**src/cses_pkg.sv**
```systemverilog
`timescale 1ns / 1ps
`default_nettype none

package cses_pkg;

  localparam int PAYLOAD_BYTES = 8;
  localparam int DATA_W        = 8 * PAYLOAD_BYTES;
  localparam int CFG_IDX_W     = 3;
  localparam int CFG_DATA_W    = 48;
  localparam int PP_W          = 65;
  localparam int PROD_W        = 98;

  typedef enum logic [CFG_IDX_W-1:0] {
    REG_SIG_START     = 3'd0,
    REG_BIT_LENGTH    = 3'd1,
    REG_LITTLE_ENDIAN = 3'd2,
    REG_SIGNED_EN     = 3'd3,
    REG_SCALE_FACTOR  = 3'd4,
    REG_SCALE_OFFSET  = 3'd5
  } reg_idx_t;

  typedef struct packed {
    logic [5:0]         sig_start;
    logic [6:0]         bit_length;
    logic               little_endian;
    logic               signed_en;
    logic signed [31:0] scale_factor;
    logic signed [47:0] scale_offset;
  } cfg_t;

  typedef struct packed {
    logic [63:0] payload;
    logic [3:0]  payload_length;
  } in_t;

  typedef struct packed {
    logic [63:0] raw;
    logic        neg;
    logic        in_range;
  } ext_t;

  typedef struct packed {
    logic signed [63:0] raw_bits;
    logic signed [63:0] physical_value;
    logic               in_range;
  } out_t;

endpackage

`default_nettype wire

```
**src/cses_cfg.sv**
```systemverilog
`timescale 1ns / 1ps
`default_nettype none

module cses_cfg (
  input  logic                             clk,
  input  logic                             rst,
  input  logic                             cfg_wr_en,
  input  logic [cses_pkg::CFG_IDX_W-1:0]   cfg_index,
  input  logic [cses_pkg::CFG_DATA_W-1:0]  cfg_wr_data,
  output cses_pkg::cfg_t                   cfg
);

  always_ff @(posedge clk) begin
    if (rst) begin
      cfg.sig_start     <= 6'd0;
      cfg.bit_length    <= 7'd8;
      cfg.little_endian <= 1'b1;
      cfg.signed_en     <= 1'b0;
      cfg.scale_factor  <= 32'sd65536;
      cfg.scale_offset  <= 48'sd0;
    end else if (cfg_wr_en) begin
      unique case (cses_pkg::reg_idx_t'(cfg_index))
        cses_pkg::REG_SIG_START:     cfg.sig_start     <= cfg_wr_data[5:0];
        cses_pkg::REG_BIT_LENGTH:    cfg.bit_length    <= cfg_wr_data[6:0];
        cses_pkg::REG_LITTLE_ENDIAN: cfg.little_endian <= cfg_wr_data[0];
        cses_pkg::REG_SIGNED_EN:     cfg.signed_en     <= cfg_wr_data[0];
        cses_pkg::REG_SCALE_FACTOR:  cfg.scale_factor  <= $signed(cfg_wr_data[31:0]);
        cses_pkg::REG_SCALE_OFFSET:  cfg.scale_offset  <= $signed(cfg_wr_data[47:0]);
        default: begin
        end
      endcase
    end
  end

endmodule

`default_nettype wire

```
**config.mk**
```make
export PLATFORM = sky130hd
export DESIGN_NAME = cses_cfg
export DESIGN_NICKNAME = d
export VERILOG_FILES = /design/src/cses_pkg.sv /design/src/cses_cfg.sv
export SDC_FILE = /design/constraint.sdc
export NUM_CORES = 1
export LEC_CHECK = 0
export BUFFER_PORTS_ARGS = -buffer_cell sky130_fd_sc_hd__buf_2
export CORE_ASPECT_RATIO = 0.5
export CORE_MARGIN = 3
export CORE_UTILIZATION = 49
export DETAILED_ROUTE_END_ITERATION = 8
export MAX_ROUTING_LAYER = met4
export PLACE_DENSITY_LB_ADDON = 0.15
export SYNTH_ARGS = -nofsm -noshare
export SYNTH_HDL_FRONTEND = slang
export SYNTH_SLANG_ARGS = --single-unit
export TNS_END_PERCENT = 10
```
**constraint.sdc**
```tcl
create_clock -name clk -period 1.1 [get_ports clk]
set_input_delay 0 -clock clk [delete_from_list [all_inputs] [get_ports clk]]
set_output_delay 0 -clock clk [all_outputs]
set_load 0.005 [all_outputs]
```
# Word-level counts from Yosys, hierarchy flattened
# Cells that the tools add are included.
# word_totals
reg_bits	95
input_bits	54
elab_cells	18
# classes
eq_ne	5
reduce_logical	7
# ops
op	n
2-bit AND reduction	6
3-bit by 2-bit equality test with 1-bit output, second input constant	2
3-bit equality test, second input constant	2
3-bit by 1-bit equality test with 1-bit output, second input constant	1
3-bit zero test	1

# Longest topological paths before layout
# Gate-level depths: netlist (run 1).
# depth
depth_word	2
depth_mapped	4

# Worst setup path after synthesis (run 1)
# No wires, ideal clock.
# synth_timing
path_kind	in2reg
startpoint	input port cfg_index[1] (netlist name)
endpoint	register cfg[89] (netlist name)
setup_ns	0.122
t_arrival_ns	0.780
required_time_ns	0.978
path_slack_ns	0.198
path_stages	3
n_path_buf	1
path_cell_list	or4b_1 buf_6 mux2i_1
# synth_via
elab_chain_len	2
# synth_rtl
element	line_no	source
start: declaration	cses_cfg.sv:8	input logic [cses_pkg::CFG_IDX_W-1:0] cfg_index,
3-bit zero test	cses_cfg.sv:22	unique case (cses_pkg::reg_idx_t'(cfg_index))
2-bit AND reduction (no source line)	-	
end: declaration	cses_cfg.sv:10	output cses_pkg::cfg_t cfg
# No other way between the ends.
# A chain may end at the register's enable or synchronous reset.

# Final worst setup path (run 1)
# layout_timing
startpoint	register cfg[2] (netlist name)
endpoint	output port cfg[2] (netlist name)
# No word-level cell between the ends.

==> load_flow_metrics.sql, run 1 <==
INSERT INTO impl_metrics (metric_group, metric, value, unit) VALUES
('final_layout', 'areaGrowthSynthToFinish', '41.4', '%'),
('final_layout', 'finalInstanceArea', '5620', 'sq um'),
('placed_design', 'detailedPlace.worstSlack', '31.4', 'ps'),
('global_routing', 'grt_start_max_net_pins', '59', ''),
('worst_setup_path', 'rr_worst_depth', '2', ''),
('worst_setup_path', 'path_max_fanout', '2', ''),
('worst_setup_path', 'element_type_at_the_critical_path_end', 'primary output', ''),
('floorplanning', 'die_area', '9300', 'sq um'),
('floorplanning', 'fp.coreArea', '7600', 'sq um'),
('worst_setup_path', 'critical_path.reg2reg.startpoint', 'cfg[46]$_SDFFE_PP0P_', ''),
('power', 'power.static_leakage', '2.72', 'nW'),
('worst_setup_path', 'worst_path_dominant_cell_family', 'flip-flops', ''),
('final_layout', 'final_util', '74.0', '%'),
('yosys', 'post-synth-top-area-fraction', '47.8', '%'),
('final_layout', 'multi_input_combinational_cell_area', '1930', 'sq um'),
('global_routing', 'gr-total-overflow', '0', ''),
('floorplanning', 'die_y', '69.7', 'um'),
('final_layout', 'filler_cell_count', '574', ''),
('detailed_routing', 'wire_per_inst', '13.7', 'um'),
('power', 'p_total', '7.54', 'mW'),
('detailed_routing', 'drt-initial-drc-count', '135', ''),
('sta', 'layout_min_cycle_time', '805', 'ps'),
('clock_tree', 'clock_latency', '330', 'ps'),
('min_path', 'hp-start', 'cfg_wr_data[5]', ''),
('worst_setup_path', 'timing.critical_path.from_type', 'flop', ''),
('yosys', 'syn_inst', '371', ''),
('final_layout', 'largest-register', 'cfg', ''),
('global_routing', 'initial_antenna_violation_count', '0', ''),
('placed_design', 'dp.final_hpwl', '5910', 'um'),
('sta', 'rsz_0062_raised_after_global_routing', 'false', ''),
('yosys', 'synth_seq_cells', '95', ''),
('min_path', 'endpoint_worst_hold', 'cfg[94]$_SDFFE_PP0P_', ''),
('final_layout', 'nNetsFinal', '612', ''),
('clock_tree', 'tritoncts', 'yes', ''),
('detailed_routing', 'drc', '0', ''),
('sta', 'layout_worst_path_cycle_share', '73.2', '%'),
('yosys', 'post_synth.cell_area_avg', '10.7', 'sq um'),
('clock_tree', 'tritoncts.num_buffers', '9', ''),
('yosys', 'synth.net_count', '425', ''),
('floorplanning', 'die_width', '133', 'um'),
('clock_tree', 'max-clock-path-buffers', '2', ''),
('placed_design', 'place.gp.congestion', '0.709', ''),
('worst_setup_path', 'cp_data_arrival_time', '800', 'ps'),
('yosys', 'seq_total_area_yosys', '47.8', '%'),
('final_layout', 'ratio_of_cells_with_drive_above_1_in_the_final_layout', '30.8', '%'),
('placed_design', 'placement.cell_area', '4870', 'sq um'),
('final_layout', 'largest_reg_flops', '95', ''),
('sta', 'timing.final.setup_violations', '0', ''),
('global_routing', 'first_global_vias', '3147', ''),
('yosys', 'synth_cell_types', '13', ''),
('clock_tree', 'clkSlewWorstSetupHoldPaths', '60', 'ps'),
('worst_setup_path', 'max_stage_delay', '350', 'ps'),
('yosys', 'synth_enable_flop_cells', '0', ''),
('power', 'max-vdd-ir-drop', '0.000810', 'V'),
('worst_setup_path', 'critical_setup_path_kind', 'flop to primary output', ''),
('floorplanning', 'initial_core_util', '52.4', '%'),
('final_layout', 'diodes', '0', ''),
('yosys', 'synthDominantAreaCellType', 'dfxtp_1', ''),
('global_routing', 'grt_pass1_wl', '15200', 'um'),
('sta', 'totalNegativeSetupSlack', '0', 'ps'),
('run_status', 'result_of_the_run', 'finished clean', ''),
('sta', 'max_slew.worst_pin.slew', '305', 'ps'),
('detailed_routing', 'vias_per_cell', '4.64', ''),
('yosys', 'yosys.cell_count.top_type', 'nand2b_1', ''),
('detailed_routing', 'detailroute.via_count', '3107', ''),
('yosys', 'synthesis.yosys.warnings', '0', ''),
('run', 'cap_viol_max_count', '0', ''),
('placed_design', 'port_buffers', '148', ''),
('power', 'pwr_density_cell', '1340', 'nW/um^2'),
('sta', 'fmax', '1.24', 'GHz'),
('worst_setup_path', 'worst-path-buf-inv', '1', '');
[placed cells by master (no fill, tap or decap)]
cell / Yosys / routed
and4b_1: 1 / 1
or4b_1: 1 / 1
nor2_1: 6 / 6
nand2b_1: 140 / 140
dfxtp_1: 95 / 95
mux2i_1: 95 / 95
buf_4: 4 / 5
buf_2: 3 / 148
buf_12: 0 / 6
and4bb_2: 0 / 1
nand4bb_1: 2 / 2
nand4b_1: 2 / 2
clkinvlp_4: 0 / 1
dlygate4sd3_1: 0 / 44
clkbuf_16: 0 / 9
clkbuf_1: 17 / 2
clkbuf_8: 0 / 1
and4bb_1: 2 / 1
bufinv_16: 0 / 2
[logic make-up after synthesis]
family | count (synthesis) | share of synthesized area (%)
buffers and inverters | 27 | 3.58
flip-flops | 95 | 47.8
multiplexers | 95 | 23.9
AND/OR/NAND/NOR | 154 | 24.7
[power by group]
| part | switching (mW) | internal (mW) | total (mW) |
|---|---|---|---|
| registers | 0.0380 | 3.52 | 3.55 |
| clock network | 1.23 | 2.04 | 3.28 |
| logic | 0.286 | 0.423 | 0.708 |
[stage by stage]
step,hold slack [ps],cells
final,16.5,670
after global routing,41.9,670
after CTS,7.72,670
after detailed placement,273,611
after global placement,267,611
after floorplan,155,371
[area by class of cell]
cell class                      instances  share of cell area [%]
Clock buffer                           12                    4.38
Clock inverter                          3                    1.20
Sequential cell                        95                    33.8
Tap cell                              108                    2.40
Timing Repair Buffer                  203                    23.8
Multi-Input combinational cell        249                    34.4
[per-layer routing]
metal	vias up	GRT usage [%]	routed length, um
met5	-	-	0
met4	0	6.04	93
met3	9	5.36	438
met2	86	32.8	4200
met1	1419	26.2	4450
li1	1593	-	-
[how the worst max path moves through the flow]
stage / startpoint / end / slack [ps] / depth (start not counted)
after floorplan: cfg_index[1] / cfg[89]$_SDFFE_PP0P_ / 200 / 3
after detailed placement: cfg_index[1] / cfg[93]$_SDFFE_PP0P_ / 30 / 4
after CTS: cfg[2]$_SDFFE_PP0P_ / cfg[2] / 280 / 1
after global routing: cfg[51]$_SDFFE_PP0P_ / cfg[51] / 250 / 1
after global placement: cfg_index[1] / cfg[93]$_SDFFE_PP0P_ / 30 / 4
final: cfg[2]$_SDFFE_PP0P_ / cfg[2] / 300 / 1
[what timing repair did]
action / in CTS / in global routing
gates resized for setup: 0 / 0
setup endpoints to repair: 0 / 0
hold endpoints to repair: 73 / 0
buffers inserted: 0 / 0
hold buffers: 44 / 0
Note: power is estimated with default switching activity, not from simulation.
==> run 2, diff against run 1 <==
--- a/config.mk
+++ b/config.mk
@@ -5,6 +5,7 @@
 export SDC_FILE = /design/constraint.sdc
 export NUM_CORES = 1
 export LEC_CHECK = 0
+export ABC_AREA = 1
 export BUFFER_PORTS_ARGS = -buffer_cell sky130_fd_sc_hd__buf_2
 export CORE_ASPECT_RATIO = 0.5
 export CORE_MARGIN = 3
==> constraint.sdc (replaced) <==
create_clock -name clk -period 0.8 [get_ports clk]
set_input_delay 0 -clock clk [delete_from_list [all_inputs] [get_ports clk]]
set_output_delay 0 -clock clk [all_outputs]
set_load 0.005 [all_outputs]
==> run 2 against run 1 <==
- die area fell by 1.4%
- worst hold slack got worse by 9.1 ps
- critical path depth did not move
- largest power group unchanged
- via count rose by 32%
- worst setup slack got worse by 290 ps
- sequential cell count did not move
- critical endpoint is now cfg[39]
- wire length rose by 22%
- total power rose by 50%
- clock power rose by 48%
- combinational power rose by 100%
- global-route usage rose by 3.5 points
- largest cell class is now registers
==> load_flow_metrics.sql, run 2 <==
INSERT INTO impl_metrics (metric_group, metric, value, unit) VALUES
('power', 'max-vdd-ir-drop', '0.00125', 'V'),
('floorplanning', 'die_area', '9170', 'sq um'),
('final_layout', 'ratio_of_cells_with_drive_above_1_in_the_final_layout', '37.5', '%'),
('worst_setup_path', 'worst-path-buf-inv', '1', ''),
('yosys', 'synthesis.area', '3920', 'sq um'),
('clock_tree', 'tritoncts_num_sinks', '95', ''),
('min_path', 'whs_path_depth', '5', ''),
('placed_design', 'dpl.cell_count', '817', ''),
('final_layout', 'largest_reg_flops', '95', ''),
('worst_setup_path', 'timing.critical_path.from_type', 'flop', ''),
('clock_tree', 'max-clock-path-buffers', '2', ''),
('yosys', 'synth_enable_flop_cells', '0', ''),
('final_layout', 'diodes', '0', ''),
('yosys', 'synthTopCellsByCount', 'nor2_1, nand2_1, nand3_1', ''),
('sta', 'hold_violation_total_from_the_final_report', '0', ''),
('yosys', 'synth_seq_cells', '95', ''),
('power', 'pwr-share-clk', '42.8', '%'),
('detailed_routing', 'drc', '0', ''),
('floorplanning', 'initial_core_util', '52.0', '%'),
('min_path', 'endpoint_worst_hold', 'cfg[37]$_SDFFE_PP0P_', ''),
('run_status', 'result_of_the_run', 'finished clean', ''),
('yosys', 'synth_top_area_cells', 'dfxtp_1, nor2_1, nand3_1', ''),
('power', 'netSwitchingPower', '2.61', 'mW'),
('final_layout', 'finalInstanceArea', '5940', 'sq um'),
('yosys', 'synth_cell_types', '16', ''),
('power', 'internal_power', '8.69', 'mW'),
('final_layout', 'largest-register', 'cfg', ''),
('power', 'power.static_leakage', '2.98', 'nW'),
('detailed_routing', 'detail-route-antenna-nets', '0', ''),
('global_routing', 'track_usage', '24.2', '%'),
('yosys', 'ys_async_sr_fraction', '0', '%'),
('floorplanning', 'die_y', '69.2', 'um'),
('yosys', 'synth.net_count', '631', ''),
('final_layout', 'areaGrowthSynthToFinish', '51.6', '%'),
('worst_setup_path', 'critical_path.reg2reg.startpoint', 'cfg[57]$_SDFFE_PP0P_', ''),
('power', 'combPwrFrac', '12.8', '%'),
('placed_design', 'port_buffers', '148', ''),
('worst_setup_path', 'r2r_end', 'cfg[57]$_SDFFE_PP0P_', ''),
('final_layout', 'layoutNonFillerInstCount', '871', ''),
('worst_setup_path', 'ff2ff_setup_slack', '60', 'ps'),
('power', 'relative_contribution_of_sequential_cells_to_total_power', '44.4', '%'),
('floorplanning', 'die_width', '132', 'um'),
('global_routing', 'grt_start_max_net_pins', '40', ''),
('placed_design', 'place.gp.congestion', '0.798', ''),
('floorplanning', 'rows', '22', ''),
('worst_setup_path', 'max_stage_delay', '340', 'ps'),
('sta', 'hold-worst-slack', '7.36', 'ps'),
('yosys', 'syn_inst', '577', ''),
('global_routing', 'gr-total-overflow', '0', ''),
('clock_tree', 'htreeDepth', '3', ''),
('placed_design', 'detailedPlace.worstSlack', '-172', 'ps'),
('clock_tree', 'clk_root_buffer_cell', 'clkbuf_16', ''),
('detailed_routing', 'firstDrtPassIters', '4', ''),
('yosys', 'seq_total_area_yosys', '48.5', '%'),
('final_layout', 'biggestRegsByFlops', 'cfg (95)', ''),
('clock_tree', 'clock_latency', '340', 'ps'),
('worst_setup_path', 'rr_worst_depth', '3', ''),
('yosys', 'synthesis.yosys.warnings', '0', ''),
('final_layout', 'layout_commonest_cell', 'nor2_1', ''),
('detailed_routing', 'wire_per_inst', '12.9', 'um'),
('detailed_routing', 'vias_per_cell', '4.71', ''),
('placed_design', 'dp.final_hpwl', '6790', 'um'),
('global_routing', 'first_global_vias', '3678', ''),
('placed_design', 'placement.cell_area', '4900', 'sq um'),
('yosys', 'synthDominantAreaCellType', 'dfxtp_1', ''),
('detailed_routing', 'wirelength', '11200', 'um'),
('run', 'cap_viol_max_count', '0', ''),
('floorplanning', 'num_io_pins', '149', ''),
('sta', 'max_slew.worst_pin.slew', '491', 'ps'),
('worst_setup_path', 'required_time_reported_for_the_critical_path_endpoint', '800', 'ps'),
('global_routing', 'grt_pass1_wl', '17800', 'um'),
('final_layout', 'nNetsFinal', '812', ''),
('sta', 'timing.final.max_slew_violations', '0', ''),
('sta', 'finalClockSkew', '0', 'ps'),
('worst_setup_path', 'element_type_at_the_critical_path_end', 'primary output', ''),
('yosys', 'synth_top_flop_cell', 'dfxtp_1', ''),
('sta', 'totalNegativeSetupSlack', '0', 'ps'),
('worst_setup_path', 'worst_path_dominant_cell_family', 'flip-flops', ''),
('sta', 'timing.slew.headroom', '67.2', '%'),
('worst_setup_path', 'slowest_stage', 'dfxtp_2', ''),
('min_path', 'hp-start', 'cfg_wr_data[37]', ''),
('clock_tree', 'clkSlewWorstSetupHoldPaths', '60', 'ps'),
('clock_tree', 'tritoncts.num_buffers', '9', ''),
('yosys', 'yosys.cell_count.top_type', 'nor2_1', ''),
('worst_setup_path', 'worstPathCellList', 'buf_2', ''),
('worst_setup_path', 'path_max_fanout', '2', ''),
('worst_setup_path', 'cp_data_arrival_time', '790', 'ps'),
('sta', 'layout_min_cycle_time', '792', 'ps'),
('sta', 'rsz_0062_raised_after_global_routing', 'true', ''),
('detailed_routing', 'detailroute.via_count', '4106', ''),
('final_layout', 'layout.cells.most_common_list', 'nor2_1, buf_2, nand2_1', ''),
('min_path', 'worst_hold_path_type', 'input pin to flop', ''),
('floorplanning', 'fp.coreArea', '7540', 'sq um'),
('sta', 'layout_worst_path_cycle_share', '99.0', '%'),
('yosys', 'post-synth-top-area-fraction', '48.5', '%'),
('power', 'pwr_density_cell', '1900', 'nW/um^2'),
('clock_tree', 'tritoncts', 'yes', ''),
('sta', 'timing.final.setup_violations', '0', ''),
('yosys', 'post_synth.cell_area_avg', '6.79', 'sq um'),
('worst_setup_path', 'critical_setup_path_kind', 'flop to primary output', ''),
('detailed_routing', 'drt-initial-drc-count', '249', ''),
('power', 'switching_share', '23.1', '%'),
('sta', 'fmax', '1.26', 'GHz'),
('global_routing', 'initial_antenna_violation_count', '0', ''),
('sta', 'final_critical_path_setup_slack', '8.38', 'ps');
## run 2: cell types whose count changed in the layout (fill, tap and decap cells not counted), sizes merged, moves of 3 or more
| cell | change |
|---|---|
| dlygate4sd3 | -7 |
| mux2i | -95 |
| nor2 | +185 |
| nand2b | -140 |
| nand2 | +103 |
| buf | +9 |
| nand3 | +96 |
| inv | +55 |
| clkinv | +3 |
## run 2: timing repair
item / 4_1_cts / 5_1_grt
hold buffers: 37 / 0
setup endpoints to repair: 33 / 92
setup buffers: 0 / 1
endpoints found under the hold margin: 51 / 0
gates resized for setup: 34 / 92
## run 2: cell type report
| cell class | instances | area (sq um) |
|---|---|---|
| Tap cell | 108 | 135 |
| Multi-Input combinational cell | 392 | 1620 |
| Sequential cell | 95 | 2020 |
| Inverter | 55 | 206 |
| Fill cell | 568 | 1600 |
| Timing Repair Buffer | 205 | 1620 |
| Clock inverter | 6 | 109 |
| Clock buffer | 10 | 229 |
## run 2: routing by layer
layer / up-vias / part of all wire [%] / global-route usage (%)
met3: 9 / 6.7 / 7.46
met4: 0 / 0.87 / 5.53
met5: - / 0 / -
li1: 2120 / - / -
met2: 116 / 49 / 38.8
met1: 1861 / 43 / 30.3
## run 2: worst max-delay path by stage
stage / start / to / slack (ps) / depth (start not counted)
2_1_floorplan: cfg_index[1] / cfg[79]$_SDFFE_PP0P_ / 60 / 5
3_3_place_gp: cfg_index[1] / cfg[82]$_SDFFE_PP0P_ / -140 / 6
3_5_place_dp: cfg_index[1] / cfg[86]$_SDFFE_PP0P_ / -170 / 6
4_1_cts: cfg[24]$_SDFFE_PP0P_ / cfg[24] / 0.3 / 1
5_1_grt: cfg[39]$_SDFFE_PP0P_ / cfg[39] / -30 / 1
6_report: cfg[39]$_SDFFE_PP0P_ / cfg[39] / 8 / 1
## run 2: stage by stage
stage / power [mW] / utilization [%]
floorplan: 5.75 / -
global placement: 6.28 / 65.0
detailed placement: 6.29 / 65.0
CTS: 11.2 / 75.0
global route: 11.8 / 78.7
finish: 11.3 / 78.7
## run 2: logic make-up (layout without fill, tap and decap cells)
family	count (synthesis)	count (layout)	share of synthesized area [%]
buf+inv	90	276	10.3
compound gates	2	2	0.255
simple gates	390	390	40.9
flops	95	95	48.5
## run 2: power groups by stage
stage	clock network, mW	logic, mW	registers, mW
2_1_floorplan	0	0.650	5.10
3_3_place_gp	0	1.20	5.08
3_5_place_dp	0	1.21	5.08
4_1_cts	4.90	1.36	4.99
5_1_grt	5.15	1.60	5.04
6_report	4.84	1.44	5.02
==> run 3, diff against run 2 <==
--- a/config.mk
+++ b/config.mk
@@ -7,9 +7,11 @@
 export LEC_CHECK = 0
 export ABC_AREA = 1
 export BUFFER_PORTS_ARGS = -buffer_cell sky130_fd_sc_hd__buf_2
+export CELL_PAD_IN_SITES_DETAIL_PLACEMENT = 1
+export CELL_PAD_IN_SITES_GLOBAL_PLACEMENT = 2
 export CORE_ASPECT_RATIO = 0.5
 export CORE_MARGIN = 3
-export CORE_UTILIZATION = 49
+export CORE_UTILIZATION = 25
 export DETAILED_ROUTE_END_ITERATION = 8
 export MAX_ROUTING_LAYER = met4
 export PLACE_DENSITY_LB_ADDON = 0.15
==> constraint.sdc (replaced) <==
create_clock -name clk -period 0.9 [get_ports clk]
set_input_delay 0 -clock clk [delete_from_list [all_inputs] [get_ports clk]]
set_output_delay 0 -clock clk [all_outputs]
set_load 0.005 [all_outputs]
==> run 3 against run 2 <==
- sequential cell count unchanged
- critical path depth unchanged
- combinational power down 13%
- sequential power down 12%
- clock skew unchanged
- largest cell class unchanged
- highest routed layer unchanged
==> load_flow_metrics.sql, run 3 (synthesized netlist as in run 2, its figures left out) <==
INSERT INTO impl_metrics (metric_group, metric, value, unit) VALUES
('run_status', 'result_of_the_run', 'finished clean', ''),
('power', 'pwr_density_cell', '1670', 'nW/um^2'),
('sta', 'hold_violation_total_from_the_final_report', '0', ''),
('final_layout', 'layout_commonest_cell', 'nor2_1', ''),
('clock_tree', 'tritoncts_num_sinks', '95', ''),
('final_layout', 'layout.cells.most_common_list', 'nor2_1, buf_2, nand2_1', ''),
('floorplanning', 'die_area', '17300', 'sq um'),
('clock_tree', 'cts-hold-fix-buffers', '35', ''),
('clock_tree', 'clkSlewWorstSetupHoldPaths', '70', 'ps'),
('global_routing', 'grt_pass1_wl', '20800', 'um'),
('detailed_routing', 'drc', '0', ''),
('clock_tree', 'clock_latency', '330', 'ps'),
('clock_tree', 'cts_resized', '0', ''),
('clock_tree', 'post_cts.repair.setup_buffers', '0', ''),
('worst_setup_path', 'timing.critical_path.from_type', 'flop', ''),
('final_layout', 'biggestRegsByFlops', 'cfg (95)', ''),
('placed_design', 'place.gp.congestion', '0.752', ''),
('worst_setup_path', 'cp_data_arrival_time', '830', 'ps'),
('worst_setup_path', 'worst-path-buf-inv', '1', ''),
('clock_tree', 'clk_root_buffer_cell', 'clkbuf_16', ''),
('floorplanning', 'fp.coreArea', '14900', 'sq um'),
('worst_setup_path', 'worstPathCellList', 'buf_2', ''),
('clock_tree', 'max-clock-path-buffers', '2', ''),
('sta', 'totalNegativeSetupSlack', '0', 'ps'),
('clock_tree', 'htreeDepth', '3', ''),
('floorplanning', 'die_y', '94.5', 'um'),
('placed_design', 'detailedPlace.worstSlack', '-106', 'ps'),
('global_routing', 'gr-total-overflow', '0', ''),
('clock_tree', 'tritoncts', 'yes', ''),
('detailed_routing', 'wire_per_inst', '13.5', 'um'),
('power', 'power.static_leakage', '2.89', 'nW'),
('final_layout', 'ratio_of_cells_with_drive_above_1_in_the_final_layout', '25.4', '%'),
('final_layout', 'largest_reg_flops', '95', ''),
('worst_setup_path', 'element_type_at_the_critical_path_end', 'primary output', ''),
('floorplanning', 'initial_core_util', '26.3', '%'),
('sta', 'timing.final.max_slew_violations', '0', ''),
('final_layout', 'filler_cell_count', '1943', ''),
('worst_setup_path', 'path_max_fanout', '2', ''),
('detailed_routing', 'wirelength', '12900', 'um'),
('power', 'max-vdd-ir-drop', '0.000860', 'V'),
('worst_setup_path', 'max_stage_delay', '360', 'ps'),
('detailed_routing', 'detailroute.via_count', '4094', ''),
('worst_setup_path', 'slowest_stage', 'dfxtp_1', ''),
('floorplanning', 'num_io_pins', '149', ''),
('sta', 'finalClockSkew', '0', 'ps'),
('worst_setup_path', 'r2r_end', 'cfg[80]$_SDFFE_PP0P_', ''),
('worst_setup_path', 'required_time_reported_for_the_critical_path_endpoint', '900', 'ps'),
('min_path', 'whs_path_depth', '5', ''),
('sta', 'final_critical_path_setup_slack', '71.2', 'ps'),
('sta', 'timing.final.setup_violations', '0', ''),
('final_layout', 'layout.area.seq', '1900', 'sq um'),
('detailed_routing', 'detail-route-antenna-nets', '0', ''),
('global_routing', 'track_usage', '15.5', '%'),
('global_routing', 'first_global_vias', '4028', ''),
('final_layout', 'nNetsFinal', '811', ''),
('sta', 'layout_worst_path_cycle_share', '92.1', '%'),
('floorplanning', 'die_width', '183', 'um'),
('placed_design', 'dp.final_hpwl', '9160', 'um'),
('sta', 'rsz_0062_raised_after_global_routing', 'false', ''),
('worst_setup_path', 'critical_setup_path_kind', 'flop to primary output', ''),
('final_layout', 'areaGrowthSynthToFinish', '45.4', '%'),
('run', 'cap_viol_max_count', '0', ''),
('final_layout', 'diodes', '0', ''),
('power', 'p_total', '9.50', 'mW'),
('global_routing', 'initial_antenna_violation_count', '0', ''),
('global_routing', 'grt_start_max_net_pins', '60', ''),
('final_layout', 'largest-register', 'cfg', ''),
('clock_tree', 'tritoncts.num_buffers', '9', ''),
('final_layout', 'multi_input_combinational_cell_area', '1630', 'sq um'),
('sta', 'max_slew.worst_pin.slew', '455', 'ps'),
('sta', 'hold-worst-slack', '4.86', 'ps'),
('worst_setup_path', 'ff2ff_setup_slack', '300', 'ps'),
('sta', 'layout_min_cycle_time', '829', 'ps'),
('sta', 'timing.slew.headroom', '69.5', '%'),
('min_path', 'worst_hold_path_type', 'input pin to flop', ''),
('sta', 'fmax', '1.21', 'GHz'),
('detailed_routing', 'vias_per_cell', '4.27', ''),
('min_path', 'hp-start', 'cfg_wr_data[30]', ''),
('worst_setup_path', 'critical_path.reg2reg.startpoint', 'cfg[80]$_SDFFE_PP0P_', ''),
('min_path', 'endpoint_worst_hold', 'cfg[30]$_SDFFE_PP0P_', ''),
('detailed_routing', 'drt-initial-drc-count', '128', ''),
('detailed_routing', 'firstDrtPassIters', '4', ''),
('worst_setup_path', 'worst_path_dominant_cell_family', 'flip-flops', ''),
('placed_design', 'port_buffers', '148', ''),
('floorplanning', 'rows', '31', ''),
('worst_setup_path', 'rr_worst_depth', '2', '');
## run 3: area by class of cell
| class | instances | share of cell area (%) |
|---|---|---|
| sequential | 95 | 33.4 |
| inverter | 55 | 3.64 |
| clock inverter | 5 | 1.05 |
| tap | 198 | 4.35 |
| multi-input combinational | 392 | 28.6 |
| clock buffer | 10 | 4.02 |
| timing repair buffer | 204 | 25.0 |
## run 3: where the power goes
group          switching (mW)  internal (mW)
sequential             0.0739           4.35
clock                    1.68           2.15
combinational           0.664          0.585
## run 3: per-stage QoR
step / cell area (sq um) / std cells / utilization [%]
floorplan: 3920 / 577 / -
global placement: 5060 / 909 / 34.0
detailed placement: 5060 / 909 / 34.0
CTS: 5700 / 959 / 38.3
global route: 5700 / 959 / 38.3
finish: 5700 / 959 / 38.3
## run 3: how the worst max path moves through the flow
stage | start | end | slack (ps) | cells past startpoint
after global routing | cfg[58]$_SDFFE_PP0P_ | cfg[58] | 6 | 1
after global placement | cfg_index[2] | cfg[7]$_SDFFE_PP0P_ | -80 | 7
after detailed placement | cfg_index[1] | cfg[82]$_SDFFE_PP0P_ | -110 | 6
after floorplan | cfg_index[1] | cfg[79]$_SDFFE_PP0P_ | 160 | 5
after CTS | cfg[87]$_SDFFE_PP0P_ | cfg[87] | 40 | 1
final | cfg[19]$_SDFFE_PP0P_ | cfg[19] | 70 | 1
## run 3: tightest hold or removal path: stages
cell and delay, ps:
buf_2 80, inv_1 40, nand3_1 70, nand2_1 40
nor2_1 70
## run 3: layer usage
metal  vias up  GRT usage [%]  part of all wire [%]  wire (um)
met5         -              -                     0          0
met4         0           2.34                  0.35         45
met3         2           3.81                   4.1        525
met2        77           24.7                    45       5850
met1      1899           20.4                    50       6490
li1       2116              -                     -          -
